`config.mk`:
```
export PLATFORM = sky130hd
export DESIGN_NAME = rse_front
export DESIGN_NICKNAME = d
export VERILOG_FILES = /design/src/hw/rtl/rse_pkg.sv /design/src/hw/rtl/rse_front.sv
export SDC_FILE = /design/constraint.sdc
export NUM_CORES = 1
export LEC_CHECK = 0
export CORE_AREA = 5 5 77 79
export CTS_CLUSTER_SIZE = 12
export DETAILED_ROUTE_END_ITERATION = 12
export DIE_AREA = 0 0 82 84
export DONT_BUFFER_PORTS = 1
export PLACE_DENSITY = 0.83
export SYNTH_ARGS = -nofsm -noshare
export SYNTH_HDL_FRONTEND = slang
export SYNTH_SLANG_ARGS = --single-unit
```
`constraint.sdc`:
```
create_clock -name clk -period 6.25 [get_ports clk]
set_input_delay 0.3125 -clock clk [delete_from_list [all_inputs] [get_ports clk]]
set_output_delay 0.3125 -clock clk [all_outputs]
set_load 0.005 [all_outputs]
```
`src/hw/rtl/rse_pkg.sv`:
```
// rse_pkg: shared types, constants and helper functions for the rpn stack evaluator
// used by every module of the block except rse_ram; depends on nothing

package rse_pkg;

    localparam int STACK_DEPTH   = 64;
    localparam int FRACTION_BITS = 16;

    localparam int DATA_W = 32;
    localparam int CNT_W  = $clog2(STACK_DEPTH + 1);
    localparam int PTR_W  = $clog2(STACK_DEPTH);
    localparam int MAG_W  = 64;
    localparam int DIVD_W = DATA_W + FRACTION_BITS;
    localparam int DCNT_W = $clog2(DIVD_W + 1);

    localparam int QUEUE_DEPTH = 2;
    localparam int QPTR_W      = $clog2(QUEUE_DEPTH);
    localparam int QCNT_W      = $clog2(QUEUE_DEPTH + 1);

    localparam logic [2:0] ACT_PUSH = 3'd0;
    localparam logic [2:0] ACT_ADD  = 3'd1;
    localparam logic [2:0] ACT_SUB  = 3'd2;
    localparam logic [2:0] ACT_MUL  = 3'd3;
    localparam logic [2:0] ACT_DIV  = 3'd4;
    localparam logic [2:0] ACT_END  = 3'd5;

    localparam logic [2:0] ST_OK        = 3'd0;
    localparam logic [2:0] ST_UNDERFLOW = 3'd1;
    localparam logic [2:0] ST_DIVZERO   = 3'd2;
    localparam logic [2:0] ST_EXCESS    = 3'd3;
    localparam logic [2:0] ST_OVERFLOW  = 3'd4;

    localparam logic [1:0] KIND_PUSH  = 2'd0;
    localparam logic [1:0] KIND_ARITH = 2'd1;
    localparam logic [1:0] KIND_END   = 2'd2;
    localparam logic [1:0] KIND_NOP   = 2'd3;

    localparam logic signed [DATA_W-1:0] VAL_MAX = {1'b0, {(DATA_W-1){1'b1}}};
    localparam logic signed [DATA_W-1:0] VAL_MIN = {1'b1, {(DATA_W-1){1'b0}}};

    typedef struct packed {
        logic [2:0]               action;
        logic signed [DATA_W-1:0] number;
    } tok_t;

    typedef struct packed {
        logic [2:0]               status;
        logic signed [DATA_W-1:0] answer;
        logic                     finished;
    } res_t;

    typedef struct packed {
        logic [1:0]               kind;
        logic [2:0]               action;
        logic signed [DATA_W-1:0] number;
    } cmd_t;

    typedef struct packed {
        logic             busy;
        logic [2:0]       err;
        logic [CNT_W-1:0] cnt;
    } back_stat_t;

    function automatic logic [DATA_W-1:0] mag_of(logic signed [DATA_W-1:0] v);
        logic [DATA_W-1:0] m;
        m = v[DATA_W-1] ? DATA_W'(-v) : DATA_W'(v);
        return m;
    endfunction

    function automatic logic signed [DATA_W-1:0] sat_mag(logic [MAG_W-1:0] m, logic neg);
        logic signed [DATA_W-1:0] r;
        if (neg)
        begin
            if (m >= MAG_W'(64'h8000_0000))
                r = VAL_MIN;
            else
                r = -$signed(m[DATA_W-1:0]);
        end
        else
        begin
            if (m > MAG_W'(64'h7fff_ffff))
                r = VAL_MAX;
            else
                r = $signed(m[DATA_W-1:0]);
        end
        return r;
    endfunction

endpackage

```
`src/hw/rtl/rse_front.sv`:
```
// rse_front: accepts tokens, classifies them and queues commands for the back end
// depends on rse_pkg

module rse_front (
    input  logic          clk,
    input  logic          rst_n,
    input  logic          tok_valid,
    output logic          tok_stall,
    input  rse_pkg::tok_t tok,
    output logic          q_valid,
    output rse_pkg::cmd_t q_cmd,
    input  logic          q_pop
);

    import rse_pkg::*;

    cmd_t              slot_reg [QUEUE_DEPTH];
    logic [QPTR_W-1:0] wr_ptr_reg;
    logic [QPTR_W-1:0] rd_ptr_reg;
    logic [QCNT_W-1:0] count_reg;
    logic [QCNT_W-1:0] count_next;
    logic              push;
    logic              pop;
    cmd_t              cls;

    // classify the token
    always_comb
    begin
        cls.action = tok.action;
        cls.number = tok.number;
        unique case (tok.action)
            ACT_PUSH:                           cls.kind = KIND_PUSH;
            ACT_ADD, ACT_SUB, ACT_MUL, ACT_DIV: cls.kind = KIND_ARITH;
            ACT_END:                            cls.kind = KIND_END;
            default:                            cls.kind = KIND_NOP;
        endcase
    end

    assign tok_stall = (count_reg == QCNT_W'(QUEUE_DEPTH));
    assign push      = tok_valid && !tok_stall;
    assign q_valid   = (count_reg != '0);
    assign pop       = q_pop && q_valid;
    assign q_cmd     = slot_reg[rd_ptr_reg];

    always_comb
    begin
        count_next = count_reg;
        if (push && !pop)
            count_next = count_reg + 1'b1;
        else if (pop && !push)
            count_next = count_reg - 1'b1;
    end

    always_ff @(posedge clk or negedge rst_n)
    begin
        if (!rst_n)
        begin
            wr_ptr_reg <= '0;
            rd_ptr_reg <= '0;
            count_reg  <= '0;
        end
        else
        begin
            count_reg <= count_next;
            if (push)
                wr_ptr_reg <= wr_ptr_reg + 1'b1;
            if (pop)
                rd_ptr_reg <= rd_ptr_reg + 1'b1;
        end
    end

    always_ff @(posedge clk)
    begin
        if (push)
            slot_reg[wr_ptr_reg] <= cls;
    end

endmodule

```
==> results of run 1 <==
stage by stage:
step           hold WS (ps)  area (sq um)  worst slack, ps  total power (uW)  instances
2_1_floorplan         16.91          2975             3634              1100        137
3_3_place_gp          17.04          3037             4424              1139        205
3_5_place_dp          17.03          3037             4262              1169        205
4_1_cts               67.07          3192             4099              1457        220
5_1_grt               51.25          3192             4012              1511        220
6_report              80.03          3192             4129              1432        220
logic make-up (layout without fill, tap and decap cells):
family / after synthesis / in the layout / synth area share [%]
flip-flops: 78 / 78 / 78.05
XOR/XNOR: 6 / 6 / 1.766
multiplexers: 37 / 37 / 16.53
adder cells (fa/ha/maj): 1 / 1 / 0.4205
AND/OR/NAND/NOR: 8 / 8 / 1.430
buffers and inverters: 6 / 17 / 1.556
AO/OA/AOI/OAI: 1 / 1 / 0.2524
layer usage:
layer	routed length, microns	part of all wire (%)
met1	1518	33
met2	2668	57
met3	438	9.4
met4	41	0.88
met5	0	0
worst max-delay path by stage:
| stage | endpoint | slack (ps) | depth (start not counted) |
|---|---|---|---|
| 4_1_cts | q_cmd[29] | 4100 | 1 |
| 5_1_grt | q_cmd[33] | 4010 | 1 |
| 6_report | q_cmd[31] | 4130 | 1 |
| 3_5_place_dp | slot_reg[0][13] | 4260 | 3 |
| 3_3_place_gp | slot_reg[0][12] | 4420 | 3 |
| 2_1_floorplan | slot_reg[0][0] | 3630 | 3 |
where the power goes:
group	internal (uW)	total [uW]	switching [uW]	leakage [uW]
registers	719	813	93.9	0.000732
clock network	137	288	151	0.0000765
logic	184	331	148	0.000300
cell type report:
class	instances	area share, %
flip-flops and latches	78	72.80
multi-input cells	53	19.29
clock buffers	11	4.116
well taps	72	2.822
clock inverters	3	0.4312
repair buffers	1	0.3136
inverters	2	0.2352
cells in the final DEF, fill, tap and decap left out, types with 2 or more instances in the layout:
cell,netlist,layout
clkbuf_1,0,2
clkbuf_8,0,9
clkinv_2,0,2
dfrtp_1,4,3
edfxtp_1,74,74
inv_1,2,2
mux2_2,17,17
mux2_4,20,20
nand2b_1,2,2
xnor2_1,4,4
xor2_1,2,2
timing repair:
action,in CTS,in global routing
resized for setup,0,0
hold endpoints to repair,4,0
hold buffers,1,0
==> impl_metrics.ini, run 1 <==
[worst_setup_path]
end_kind = output port
path_max_fanout = 38
startpoint_type = flop
cp_slowest_cell = dfrtp_2
crit_chain = mux2_2
r2r_end = slot_reg[0][11]
rrSetupSlack_ps = 4290
critPathArrivalTime_ps = 1810
path_class = reg -> out
path_delay_family = flip-flops
setup.worst_path.start = rd_ptr_reg
cp_data_required_time_ps = 5940
critPathBufInv = 0
rr_startpoint = count_reg[0]
max_stage_delay_ps = 1040
reg2regPathDepth = 3

[status]
outcome = finished clean

[hold_path]
min_path_cells = 0
hp-class = in -> reg
worstHoldStart = tok[8]
holdPathEnd = slot_reg[0][8]

[cells_and_area]
syn_to_final_growth_pct = 7.275
largest_reg_flops = 74
multi_input_area_sq_um = 615.6
fin_nets = 185
nFillCells = 427
antenna_cells = 0
fin_util_pct = 60.57
drive_gt1_share_pct = 35.81
seq_area_sq_um = 2323

[sta]
fin_skew_ps = 4.518
slew_headroom_pct = 29.74
max_freq_ghz = 0.4715
post-route-min-period_ps = 2121
worstMarginPinSlew_ps = 1051
finalMaxSlewViolations = 0
setup_tns_ps = 0
period_share_pct = 33.94
setup_viol = 0
rsz0062_at_grt = false
final-hold-violation-count = 0

[clocking]
clkTransAtPathRegs_ps = 70
cts_root_buf = clkbuf_8
cts_max_level = 3
cts_tree = done
numCtsBuffers = 9
clock-sinks = 78
cts_buffer_depth = 2
clock_latency_ps = 320
post-cts-setup-buffer-count = 0

[floorplanning]
die_h_microns = 84
die_x_microns = 82
rows = 27
dieArea_sq_um = 6888
core_area_sq_um = 5270
io_pins = 78
start_util_pct = 56.46

[logic_synthesis]
syn-cell-area_sq_um = 2975
synth_ff_type = edfxtp_1
synth_edf_count = 74
synth_area_leaders = edfxtp_1 75%, mux2_4 10%, mux2_2 6.4%
ys_seq_area_share_pct = 78.05
synth_commonest_cells = 74 x edfxtp_1, 20 x mux2_4, 17 x mux2_2
yosysTopAreaCell = edfxtp_1
syn_nets = 177
yosys_warnings = 0
synth_top_area_share_pct = 74.68
syn_inst = 137
ys_async_sr_fraction_pct = 5.128
post-synth-top-count-cell = edfxtp_1
ys_ff_latch = 78
yosys.cell_types.count = 17
synth.avg_cell_area_sq_um = 21.72

[global_routing]
grtUsageMet3_pct = 7.343
grt.total_usage_pct = 14.61
use_met2_pct = 25.50
grtUsageMet1_pct = 14.42
antenna_found_initial = 0
busiest_layer = met2
grt_overflow = 0
grt_pass1_wl_microns = 7224
grt_max_degree = 39
grt_pass1_vias = 1352

[placed_design]
dpl.hpwl_microns = 3234
port_buffers = 0
finalWeightedCongestion = 0.6803

[power]
p_leak_uw = 0.001109
power.density_nw_per_um2 = 448.7
irDropWorstVdd_v = 0.0004422

[drt]
vias_per_cell = 5.309
drcViolationCount = 0
wl_per_cell_microns = 21.21
vias = 1168
routed_wl_microns = 4667
ant_nets = 0
drt_iter0_drc = 83
drt-pass1-iter-count = 4

[run]
maxCapViolations = 0
No activity file was read; power rests on OpenSTA's default activity.
==> run 2: changes to the inputs <==
Settings changed: ABC_AREA set to 1, CORE_AREA 5 5 77 79 to 5 5 79 81, DIE_AREA 0 0 82 84 to 0 0 84 86, PLACE_DENSITY 0.83 to 0.82.
Clock period 6.25 ns to 1.79 ns, I/O delays scaled along.
==> run 2 against run 1 <==
  * Total power rose to 3.8 times the previous value
  * Critical path type unchanged
  * Area after synthesis down 0.67%
  * Largest power group unchanged
  * Wire length up 21%
  * Combinational power rose to 4.4 times the previous value
  * Sequential cell count unchanged
==> impl_metrics.ini, run 2 <==
[status]
outcome = finished clean

[worst_setup_path]
rr_startpoint = count_reg[1]
cp_data_required_time_ps = 1700
critPathBufInv = 1
max_stage_delay_ps = 490
startpoint_type = flop
r2r_end = slot_reg[0][27]
rrSetupSlack_ps = 240
end_kind = output port
critPathArrivalTime_ps = 1480
crit_top_cell = nand2_1
path_max_fanout = 38
cp_slowest_cell = inv_2
path_delay_family = buffers and inverters
path_class = reg -> out
crit_chain = inv_2 -> nand2_1 -> nand2_1
reg2regPathDepth = 6

[clocking]
post-cts-setup-buffer-count = 0
cts_max_level = 3
cts_buffer_depth = 2
clock_latency_ps = 330
clock-sinks = 78
cts_root_buf = clkbuf_8
cts_tree = done
clkTransAtPathRegs_ps = 80
numCtsBuffers = 9
postCtsResizedCells = 0

[placed_design]
dpl.hpwl_microns = 3404
port_buffers = 0
dp_slack_ps = 258.1
finalWeightedCongestion = 0.7460
dpl_cell_area_sq_um = 3042

[cells_and_area]
fin_nets = 314
design_area_sq_um = 3625
antenna_cells = 0
syn_to_final_growth_pct = 22.65
final_common_cell = nand2_1
drive_gt1_share_pct = 7.885
largest_reg_flops = 74
final_cell_mix = 122 x nand2_1, 74 x edfxtp_1, 37 x dlygate4sd3_1, 9 x clkbuf_8, 7 x inv_1

[sta]
post-route-min-period_ps = 1568
setup_viol = 0
period_share_pct = 87.62
final-hold-violation-count = 0
max_freq_ghz = 0.6376
setup_tns_ps = 0
worstMarginPinSlew_ps = 657.6
finalMaxSlewViolations = 0
rsz0062_at_grt = false
slew_headroom_pct = 56.09
setup_slack_ps = 221.6
fin_skew_ps = 8.619

[floorplanning]
die_h_microns = 86
core_area_sq_um = 5405
die_x_microns = 84
start_util_pct = 54.68
io_pins = 78
dieArea_sq_um = 7224
rows = 27

[logic_synthesis]
post-synth-top-count-cell = nand2_1
syn_inst = 230
yosys.cell_types.count = 15
synth_ff_type = edfxtp_1
ys_seq_area_share_pct = 78.58
ys_ff_latch = 78
ys_async_sr_fraction_pct = 5.128
syn_nets = 270
synth_commonest_cells = 122 x nand2_1, 74 x edfxtp_1, 8 x inv_1
synth.avg_cell_area_sq_um = 12.85
yosysTopAreaCell = edfxtp_1
synth_edf_count = 74
synth_top_area_share_pct = 75.19
yosys_warnings = 0
synth_area_leaders = edfxtp_1 75%, nand2_1 15%, dfrtp_1 3.4%
syn-cell-area_sq_um = 2955

[drt]
drt_iter0_drc = 82
wl_per_cell_microns = 16.11
drt-pass1-iter-count = 4
vias_per_cell = 5.040
ant_nets = 0
routed_wl_microns = 5654
drcViolationCount = 0
vias = 1769

[hold_path]
hp-class = in -> async

[global_routing]
grt.total_usage_pct = 16.07
grt_max_degree = 39
antenna_found_initial = 0
grt_pass1_vias = 1913
grt_pass1_wl_microns = 8825
grt_overflow = 0

[power]
p_leak_uw = 0.001444
irDropWorstVdd_v = 0.001053
power.density_nw_per_um2 = 1498
power_uw = 5429

[run]
maxCapViolations = 0
run 2: cell count changes after synthesis, sizes merged, moves of 3 or more:
cell	delta
mux2	-37
nand2	+120
xnor2	-3
nor2	+3
inv	+7
buf	+4
run 2: how the worst max path moves through the flow:
| stage | from | end | slack (ps) | depth (start not counted) |
|---|---|---|---|---|
| global route | rd_ptr_reg | q_cmd[35] | 80 | 3 |
| floorplan | count_reg[0] | slot_reg[0][0] | 130 | 4 |
| global placement | count_reg[1] | slot_reg[0][15] | 320 | 6 |
| finish | rd_ptr_reg | q_cmd[31] | 220 | 3 |
| CTS | rd_ptr_reg | q_cmd[28] | 200 | 3 |
| detailed placement | count_reg[1] | slot_reg[0][15] | 260 | 6 |
run 2: through the flow:
step                instances  hold WS [ps]  util, %
finish                    351         18.74    67.06
global placement          298        -205.9    56.27
detailed placement        298        -205.9    56.27
global route              351         9.202    67.06
CTS                       351         5.017    67.06
floorplan                 230        -206.1        -
run 2: where the power goes:
part           internal, uW  leakage (uW)  switching, uW
registers              2490      0.000736            116
logic                   409      0.000605           1050
clock network           775      0.000103            586
total                  3670       0.00144           1760
run 2: routing by layer:
metal | up-vias | routed length (microns) | track usage, %
li1 | 854 | - | -
met1 | 844 | 2041 | 15.25
met2 | 60 | 3049 | 29.50
met3 | 11 | 442 | 6.436
met4 | 0 | 120 | 8.772
met5 | - | 0 | 0
run 2: cell families after synthesis:
logic type	Yosys count	share of synthesized area, %
and+or+nand+nor	130	16.68
DFF	78	78.58
buffers and inverters	17	3.514
AOI/OAI and AO/OA	3	0.5079
xor gates and xnor gates	1	0.2964
adders and majority gates	1	0.4233
run 2: timing repair:
| action | CTS | global route |
|---|---|---|
| hold buffers | 37 | 0 |
| setup endpoints to repair | 0 | 0 |
| hold endpoints to repair | 77 | 0 |
run 2: cell type report:
cell class,instances,area (sq um)
Clock inverter,7,88.84
Clock buffer,9,123.9
Sequential cell,78,2322
Timing Repair Buffer,41,425.4
Multi-Input combinational cell,135,536.8
Inverter,9,37.54
Tap cell,72,90.09
Fill cell,379,1780
run 2: worst register-to-register path: stages (launching register included):
cell and delay (ps):
dfrtp_1 400, inv_1 110, nor2_1 80, nor2_1 160
nand2_1 130, clkinvlp_4 110, buf_4 250
==> run 3: changes to the inputs <==
Settings changed: CORE_AREA 5 5 79 81 to 5 5 77 79, CTS_BUF_LIST set to sky130_fd_sc_hd__clkbuf_4 sky130_fd_sc_hd__clkbuf_8, DIE_AREA 0 0 84 86 to 0 0 82 84, PLACE_DENSITY 0.82 to 0.85.
==> run 3 against run 2 <==
  * Cell count up 0.57%
  * Critical path depth stayed put
  * Global-route usage rose by 0.23 points
  * Maximum frequency up 2.0%
  * Die area down 4.7%
  * Sequential share of layout area increased by 0.83 points
  * Sequential power is essentially flat
  * Final area fell by 1.3%
  * Utilization increased by 0.84 points
  * Hold slack improved by 2.1 ps
  * Critical path type unchanged
  * Critical endpoint is now q_cmd[3]
  * Largest cell class unchanged
==> impl_metrics.ini, run 3 (synthesis gave the netlist of run 2 again) <==
[status]
outcome = finished clean

[sta]
rsz0062_at_grt = false
fin_skew_ps = 8.701
final-hold-violation-count = 0
post-route-min-period_ps = 1538
period_share_pct = 85.92
worstMarginPinSlew_ps = 596.6
finalMaxSlewViolations = 0
max_freq_ghz = 0.6502
setup_tns_ps = 0
setup_viol = 0
slew_headroom_pct = 60.17
worst_hold_slack_ps = 20.80

[power]
p_int_uw = 3372
power.density_nw_per_um2 = 1429
p_clk_share_pct = 21.8
power_frac_seq_pct = 50.9
comb_power_share_pct = 27.3
switchingPower_uw = 1743
irDropWorstVdd_v = 0.001437
p_leak_uw = 0.001427
p_sw_share_pct = 34.07

[placed_design]
place_inst = 299
port_buffers = 0
finalWeightedCongestion = 0.7153
dpl.hpwl_microns = 3199

[cells_and_area]
largest_reg_flops = 74
fin_nets = 316
drive_gt1_share_pct = 8.185
final_cells = 353
final_cell_mix = 122 x nand2_1, 74 x edfxtp_1, 38 x dlygate4sd3_1, 9 x clkbuf_8, 7 x inv_1
fin_util_pct = 67.90
final_common_cell = nand2_1
antenna_cells = 0
syn_to_final_growth_pct = 21.08

[drt]
drt-pass1-iter-count = 7
ant_nets = 0
wl_per_cell_microns = 15.20
vias_per_cell = 4.994
drt_iter0_drc = 82
drcViolationCount = 0
vias = 1763
routed_wl_microns = 5364

[clocking]
postCtsResizedCells = 0
numCtsBuffers = 9
cts_root_buf = clkbuf_8
clock-sinks = 78
clock_latency_ps = 330
clkTransAtPathRegs_ps = 80
cts_tree = done
cts_max_level = 3
cts_buffer_depth = 2

[global_routing]
grt.total_usage_pct = 16.30
grt_max_degree = 39
antenna_found_initial = 0
grt_pass1_vias = 1855
grt_overflow = 0
grt_pass1_wl_microns = 8190

[floorplanning]
start_util_pct = 56.08
dieArea_sq_um = 6888
io_pins = 78
die_x_microns = 82
die_h_microns = 84
core_area_sq_um = 5270
rows = 27

[worst_setup_path]
path_class = reg -> out
cp_data_required_time_ps = 1700
path_max_fanout = 38
end_kind = output port
startpoint_type = flop
critPathArrivalTime_ps = 1450

[hold_path]
hp-class = in -> async

[run]
maxCapViolations = 0
==> run 3: changes by cell type in the layout (fill, tap and decap cells not counted), sizes merged <==
| cell | delta |
|---|---|
| buf | +1 |
| clkinv | +1 |
| dlygate4sd3 | +1 |
| inv | +1 |
| bufinv | -2 |
==> run 3: layer usage <==
metal / vias up / wire length, microns / GRT usage (%)
met3: 12 / 445 / 8.099
met2: 70 / 2937 / 28.73
met5: - / 0 / 0
met4: 0 / 81 / 6.495
met1: 826 / 1899 / 15.64
li1: 855 / - / -
==> run 3: area by class of cell <==
class	count	area (sq um)
Sequential cell	78	2322
Fill cell	363	1692
Multi-Input combinational cell	135	536.8
Timing Repair Buffer	43	417.9
Clock buffer	9	123.9
Tap cell	72	90.09
Clock inverter	7	50.05
Inverter	9	37.54
==> run 3: critical path: stages, from the launching register on <==
cell	delay [ps]
dfrtp_1	390
inv_2	440
nand2_1	140
nand2_1	130
==> run 3: per-stage QoR <==
stage	area [sq um]	setup WS [ps]	total power, uW
2_1_floorplan	2967	130.9	3723
3_3_place_gp	3024	345.5	3910
3_5_place_dp	3024	274.5	3977
4_1_cts	3568	218.3	5156
5_1_grt	3578	88.73	5483
6_report	3578	252.1	5114
==> run 3: what timing repair did <==
item                      in CTS  in global routing
hold endpoints to repair      75                  2
hold buffers                  37                  1
buffers inserted               0                  0
==> run 3: power groups by stage <==
stage | Clock, uW | Combinational (uW) | Sequential, uW
6_report | 1110 | 1400 | 2600
5_1_grt | 1250 | 1600 | 2630
4_1_cts | 1140 | 1420 | 2600
3_3_place_gp | 0 | 1290 | 2620
3_5_place_dp | 0 | 1340 | 2640
2_1_floorplan | 0 | 1100 | 2620
==> run 3: worst paths after layout <==
check | depth (start not counted) | from | endpoint | slack [ps]
max in group asynchronous | 1 | rst_n | wr_ptr_reg | 1600
worst min-delay path | 1 | rst_n | count_reg[0] | 20
worst min register to register | 2 | wr_ptr_reg | wr_ptr_reg | 500
worst max register to register | 6 | count_reg[1] | slot_reg[0][33] | 260
worst max-delay path | 3 | rd_ptr_reg | q_cmd[3] | 250
min in group clk | 2 | tok[32] | slot_reg[0][36] | 40
